--- src/hdl/smrr_pkg.sv ---
`timescale 1ns / 1ps
// Package for the round-robin SPI master sequencer.
// Word types, command, register and phase codes. No dependencies.
package smrr_pkg;

  localparam logic [1:0] CMD_BEGIN = 2'd0;
  localparam logic [1:0] CMD_LOAD  = 2'd1;
  localparam logic [1:0] CMD_TICK  = 2'd2;
  localparam logic [1:0] CMD_NOP   = 2'd3;

  localparam logic [1:0] REG_SLAVE_COUNT = 2'd0;
  localparam logic [1:0] REG_WRITE_MASK  = 2'd1;
  localparam logic [1:0] REG_READ_MASK   = 2'd2;
  localparam logic [1:0] REG_SELECT_MASK = 2'd3;

  localparam logic [1:0] PH_IDLE  = 2'd0;
  localparam logic [1:0] PH_START = 2'd1;
  localparam logic [1:0] PH_SEND  = 2'd2;
  localparam logic [1:0] PH_RECV  = 2'd3;

  typedef struct packed {
    logic [1:0] command;
    logic [2:0] slave_index;
    logic [8:0] send_count;
    logic [8:0] read_count;
    logic [7:0] byte_index;
    logic [7:0] write_byte;
    logic       rx_full;
    logic [7:0] rx_byte;
  } in_word_t;

  typedef struct packed {
    logic [2:0] active_slave;
    logic       select_valid;
    logic       select_level;
    logic       tx_valid;
    logic [7:0] tx_byte;
    logic       rx_store_valid;
    logic [7:0] rx_store_index;
    logic [7:0] rx_store_byte;
    logic       transfer_done;
    logic       begin_accepted;
    logic [7:0] busy_mask;
    logic [7:0] finished_mask;
  } out_word_t;

  // classified word handed from front to back
  typedef struct packed {
    logic [1:0] command;
    logic [2:0] slave_index;
    logic       in_ring;
    logic       both_zero;
    logic       load_ok;
    logic [8:0] send_total;
    logic [8:0] read_total;
    logic [7:0] byte_index;
    logic [7:0] write_byte;
    logic       rx_full;
    logic [7:0] rx_byte;
    logic [3:0] ring_size;
    logic [7:0] select_mask;
  } cls_word_t;

endpackage

--- src/hdl/smrr_front.sv ---
`timescale 1ns / 1ps
// Front end: config registers, word accept, classification, two-entry queue.
// Depends on smrr_pkg.
module smrr_front import smrr_pkg::*; #(
  parameter int RING_MAX     = 8,
  parameter int BUFFER_DEPTH = 256
) (
  input  logic       clk,
  input  logic       rst,
  input  logic       cfg_we,
  input  logic [1:0] cfg_index,
  input  logic [7:0] cfg_data,
  input  logic       in_valid,
  output logic       in_ready,
  input  in_word_t   in_word,
  output logic       q_valid,
  output cls_word_t  q_word,
  input  logic       q_pop
);

  localparam logic [16:0] BD17 = 17'(BUFFER_DEPTH);
  localparam logic [3:0]  RMAX = 4'(RING_MAX);

  logic [3:0] slave_count;
  logic [7:0] write_mask, read_mask, select_mask;
  logic [3:0] ring_n;
  cls_word_t  cls;
  cls_word_t  fq [2];
  logic       wptr, rptr;
  logic [1:0] fill;
  logic       push;

  always_ff @(posedge clk) begin
    if (rst) begin
      slave_count <= 4'd1;
      write_mask  <= 8'hFF;
      read_mask   <= 8'hFF;
      select_mask <= 8'hFF;
    end else if (cfg_we) begin
      unique case (cfg_index)
        REG_SLAVE_COUNT: slave_count <= cfg_data[3:0];
        REG_WRITE_MASK:  write_mask  <= cfg_data;
        REG_READ_MASK:   read_mask   <= cfg_data;
        REG_SELECT_MASK: select_mask <= cfg_data;
        default: ;
      endcase
    end
  end

  function automatic logic [8:0] sat(input logic [8:0] v);
    return ({8'd0, v} > BD17) ? BD17[8:0] : v;
  endfunction

  always_comb begin
    ring_n = (slave_count == 4'd0) ? 4'd1 : ((slave_count > RMAX) ? RMAX : slave_count);
    cls.command     = in_word.command;
    cls.slave_index = in_word.slave_index;
    cls.in_ring     = ({1'b0, in_word.slave_index} < ring_n);
    cls.both_zero   = (in_word.send_count == 9'd0) && (in_word.read_count == 9'd0);
    cls.load_ok     = cls.in_ring && ({9'd0, in_word.byte_index} < BD17);
    cls.send_total  = write_mask[in_word.slave_index] ? sat(in_word.send_count) : 9'd0;
    cls.read_total  = read_mask[in_word.slave_index] ? sat(in_word.read_count) : 9'd0;
    cls.byte_index  = in_word.byte_index;
    cls.write_byte  = in_word.write_byte;
    cls.rx_full     = in_word.rx_full;
    cls.rx_byte     = in_word.rx_byte;
    cls.ring_size   = ring_n;
    cls.select_mask = select_mask;
  end

  assign in_ready = (fill != 2'd2);
  assign push     = in_valid && in_ready;
  assign q_valid  = (fill != 2'd0);
  assign q_word   = fq[rptr];

  always_ff @(posedge clk) begin
    if (push) begin
      fq[wptr] <= cls;
    end
  end

  always_ff @(posedge clk) begin
    if (rst) begin
      wptr <= 1'b0;
      rptr <= 1'b0;
      fill <= 2'd0;
    end else begin
      if (push) wptr <= ~wptr;
      if (q_pop) rptr <= ~rptr;
      fill <= fill + 2'(push) - 2'(q_pop);
    end
  end

endmodule

--- config.mk ---
export PLATFORM = sky130hd
export DESIGN_NAME = smrr_front
export DESIGN_NICKNAME = d
export VERILOG_FILES = /design/src/hdl/smrr_pkg.sv /design/src/hdl/smrr_front.sv
export SDC_FILE = /design/constraint.sdc
export NUM_CORES = 1
export LEC_CHECK = 0
export ABC_AREA = 1
export BUFFER_PORTS_ARGS = -buffer_cell sky130_fd_sc_hd__buf_4
export CORE_MARGIN = 1
export CORE_UTILIZATION = 59
export DETAILED_ROUTE_END_ITERATION = 6
export PLACE_DENSITY = 0.85
export SKIP_CTS_REPAIR_TIMING = 1
export SLEW_MARGIN = 20
export SYNTH_ARGS = -nofsm -noshare
export SYNTH_HDL_FRONTEND = slang
export SYNTH_SLANG_ARGS = --single-unit
--- constraint.sdc ---
create_clock -name clk -period 8.8 [get_ports clk]
set_clock_uncertainty 0.1 [all_clocks]
set_input_delay 1.32 -clock clk [delete_from_list [all_inputs] [get_ports clk]]
set_output_delay 1.32 -clock clk [all_outputs]
set_load 0.005 [all_outputs]
Word level (Yosys, flattened, before mapping)
Memories as Yosys holds them, arrays and structs flattened. A register that Yosys moved wholly into a read port is not among the register bits.
Index checks and enable logic that the tools add are counted.
{"block": "classes", "n_eq_ne": 4, "n_lt_le_gt_ge": 5, "bitwise_logic": 2, "muxes": 14, "addsub": 2, "reduce_logical": 11}
{"operator": "9-bit two-way mux", "n": 4}
{"operator": "9-bit > comparator (second input constant)", "n": 2}
{"operator": "9-bit zero test", "n": 2}
{"operator": "4-bit two-way mux", "n": 2}
{"operator": "2-bit AND reduction", "n": 4}
{"operator": "1-bit binary-select mux with 3-bit select", "n": 2}
{"operator": "1-bit two-way mux", "n": 6}
{"operator": "2-bit equality test (second input constant)", "n": 2}
{"operator": "4-bit > comparator (second input constant)", "n": 1}
{"operator": "4-bit zero test", "n": 1}
{"operator": "3-bit by 4-bit less-than comparator with 1-bit output", "n": 1}
{"operator": "3-bit by 4-bit less-than comparator with 1-bit output (second input constant)", "n": 1}
{"operator": "2-bit by 1-bit adder with 2-bit output", "n": 1}
{"operator": "2-bit by 1-bit equality test with 1-bit output (second input constant)", "n": 1}
{"operator": "1-bit logical AND", "n": 2}
{"operator": "2-bit zero test", "n": 1}
{"operator": "2-bit inequality test (second input constant)", "n": 1}
{"operator": "1-bit NOT", "n": 2}
{"operator": "2-bit nonzero test", "n": 1}
{"operator": "2-bit by 1-bit subtractor with 2-bit output", "n": 1}
{"block": "word_totals", "word_cells": 46, "in_bits": 63, "memories": 1, "ram_bits": 126, "ff_bits": 32}
{"name": "fq", "depth": 2, "width": 63, "rd": 1, "rd_clocked_by_memory_dff": 1, "wr": 1, "line": "smrr_front.sv:28", "rtl": "cls_word_t fq [2];"}

Logic depth before layout (Yosys ltp)
{"block": "logic_depth", "word_depth": 4, "mapped_depth": 9, "mapped_depth_nobuf": 9}

Worst setup path before layout
OpenSTA, ideal clock, no wires.
{"block": "synth_path", "kind": "input to register", "start": "in in_valid", "end": "mem fq[1][0] in the netlist's numbering, enable pin", "arrival_ps": 4028, "path_slack_ps": 4189, "required_ps": 8216, "cell_stages": 2, "setup_time_ps": 484, "n_path_buf": 0, "path_cell_list": "nand2_1 > nor2_1"}
{"block": "synth_between", "elab_chain_cells": 3}
{"element": "start, declared", "line": "smrr_front.sv:13", "rtl": "input logic in_valid,"}
{"element": "1-bit logical AND", "line": "smrr_front.sv:72", "rtl": "assign push = in_valid && in_ready;"}
{"element": "1-bit two-way mux", "line": "smrr_front.sv:77", "rtl": "if (push) begin"}
{"element": "1-bit two-way mux (implied by the code)", "line": "smrr_front.sv:78", "rtl": "fq[wptr] <= cls;"}
{"element": "end, declared", "line": "smrr_front.sv:28"}
Every way passes these cells.

==> impl_results.md <==
- Final estimated routing congestion in global placement: 0.861
- Number of antenna violations at the first check in global routing: 0
- RSZ-0062 raised after global routing: false
- FF+latch area: 0.00439 mm2
- Max transition margin: 0.423
- Total iterations of the first detailed-routing run: 5
- Worst R2R Path Depth: 5
- Core Rows: 37
- Core area: 0.0103 mm2
- Area fraction of the dominant cell type after synthesis: 0.597
- Critical Path Max Stage Delay: 0.57 ns
- Post-Syn Nets: 514
- CTS Buf Count: 17
- Crit end category: primary output
- Largest area contributor in the netlist: edfxtp_1
- CP Launch Type: flip-flop
- Chip height: 105 um
- Gr usage total: 0.234
- Crit share post-route: 0.418
- Final Cell Area: 0.00785 mm2
- Top-count cell post-synth: edfxtp_1
- Worst path slowest cell: dfxtp_2
- Syn. warnings: 0
- Clock Path Buffers: 2
- Critical path data required time: 7.38 ns
- Layout cells sized above 1: 0.433
- Leakage power: 3.11 nW
- Flop-to-flop setup slack: 6.51 ns
- CP Class: flip-flop to primary output
- Post-synth EDFFs: 124
- WL per Instance: 16.6 um
- CTS tree: yes
- Fin. Hold Viols: 0
- Fmax: 272 MHz
- Seq/Total Area, Yosys: 0.703
- Peak VDD IR: 0.133 mV
- Mapped Area: 0.00623 mm2
- DIE AREA: 0.0110 mm2
- Fill cell count: 656
- Cell area power density: 232 mW/mm2
- CP endpoint: q_word[3]
- Worst Hold Class: flip-flop to flip-flop
- Synth area leaders: edfxtp_1 (60%), mux2_2 (11%), dfxtp_1 (11%), nand2_1 (4.3%), nand3_1 (1.9%)
- Syn-to-layout area delta: 25.9%
- CP Max Fanout: 46
- DRT antenna net count: 0
- Worst R2R End: fq[1][32]
- PortBufs: 127
- CTS Sinks: 157
- Status: complete, no violations
- Crit path DAT: 2.26 ns
- Largest net degree at the start of global routing: 47
- Least-Margin Pin Slew: 0.864 ns
- Dpl cell area: 0.00729 mm2
- Crit-path cells: buf_4, mux2_2, buf_4
- Clock-pin slew on the worst setup and hold paths: 0.06 ns
- Die Wd: 105 um
- DRC violations left: 0
- Post-synthesis cell type count: 27
- Post-DP HPWL: 7.95 mm
- Mean Syn Cell Area: 13.9 um2
- First-pass GRT wire length: 19.1 mm
- Endpoints failing setup: 0
- Commonest cells post-synth: edfxtp_1 (124), nand2_1 (72), mux2_2 (62)
- Cells after Synth: 447
- CP most frequent cell: buf_4
- Via density: 5.29
- GR Overflow Total: 0
- DR vias: 3874
- Final net count: 650
- Antenna cells: 0
- Clk_lat worst skew: 0.51 ns
- Number of top-level pins: 128
- Post-synth top flop: edfxtp_1
- Seq cells post-synth: 157
- Vias in the first global route: 3851
- Initial core utilization: 0.607
- H-tree depth: 4
- Final WL: 12.1 mm
- Root buffer cell: clkbuf_8
- Setup tns final: 0 ns
- Post-layout util: 0.764
- Min Tclk post-route: 3.68 ns
- Ys async rst share: 0
- Critical R2R Launch: fill[0]
- Max-cap violations: 0
- Max-slew violations: 0
- Initial DRC Count: 142
- Multi-input gate area: 0.00166 mm2
-- flip-flops by register name (all words and copies together) (netlist names), named ones only --
register     count
fq             124
read_mask        8
select_mask      8
write_mask       8
slave_count      4
fill             2
rptr             1
wptr             1
-- area by class of cell --
class,count,area share
sequential,157,0.559
clock buffer,22,0.0617
clock inverter,10,0.00972
multi-input combinational,251,0.211
tap,136,0.0217
inverter,26,0.0128
timing repair buffer,130,0.124
-- worst max-delay path: cells and delay by family, from the launching register on --
kind	cells	cell delay [ns]
buffers and inverters	2	0.72
flip-flops	1	0.57
multiplexers	1	0.42
-- metal layers --
metal,vias to the layer above,GRT usage,share of wire
li1,1862,-,-
met2,149,0.399,0.53
met3,25,0.0599,0.058
met4,0,0.110,0.024
met5,-,0,0
met1,1838,0.278,0.39
-- metrics by stage --
stage / instances / total power, mW / hold WS (ns) / worst slack, ns
after detailed placement: 700 / 1.17 / 0.345 / 5.60
after global routing: 732 / 1.89 / 0.375 / 4.98
after floorplan: 447 / 1.04 / 0.326 / 4.19
final: 732 / 1.82 / 0.363 / 5.12
after global placement: 700 / 1.16 / 0.337 / 5.61
after CTS: 732 / 1.83 / 0.364 / 5.07
-- cells by family (layout without fill, tap and decap cells) --
logic type      count (synthesis)  in the layout  share of synthesized area
mux                            62             62                      0.112
compound gates                 23             23                     0.0209
flops                         157            157                      0.703
fa+ha+maj                       4              4                    0.00803
buf+inv                        39            188                     0.0335
xor+xnor                        2              2                    0.00281
simple gates                  160            160                      0.120
-- worst min path at each step --
stage	start	to	slack, ns	depth (start not counted)
2_1_floorplan	select_mask[0]	fq[0][0]	0.33	0
3_3_place_gp	select_mask[1]	fq[0][1]	0.34	0
3_5_place_dp	select_mask[5]	fq[0][5]	0.35	0
4_1_cts	select_mask[5]	fq[0][5]	0.36	0
5_1_grt	select_mask[6]	fq[1][6]	0.37	0
6_report	select_mask[5]	fq[0][5]	0.36	0
-- report_power, final --
group          total [mW]  internal [mW]  switching [mW]
clock network       0.668          0.390           0.279
logic               0.253          0.127           0.126
registers           0.898          0.877          0.0211
total                1.82           1.39           0.426
-- cells in the final DEF, fill, tap and decap left out, types with 5 or more instances in the layout --
cell type	Yosys	routed
a21oi_1	6	6
buf_4	1	130
clkbuf_16	0	17
dfxtp_1	33	32
edfxtp_1	124	124
inv_1	24	24
mux2_2	62	62
nand2_1	72	72
nand3_1	24	24
nand3_2	7	7
nor2_1	32	30
nor2_2	19	19
o21ai_0	5	5
o21ai_1	7	7
No activity file was read; power rests on OpenSTA's default activity.
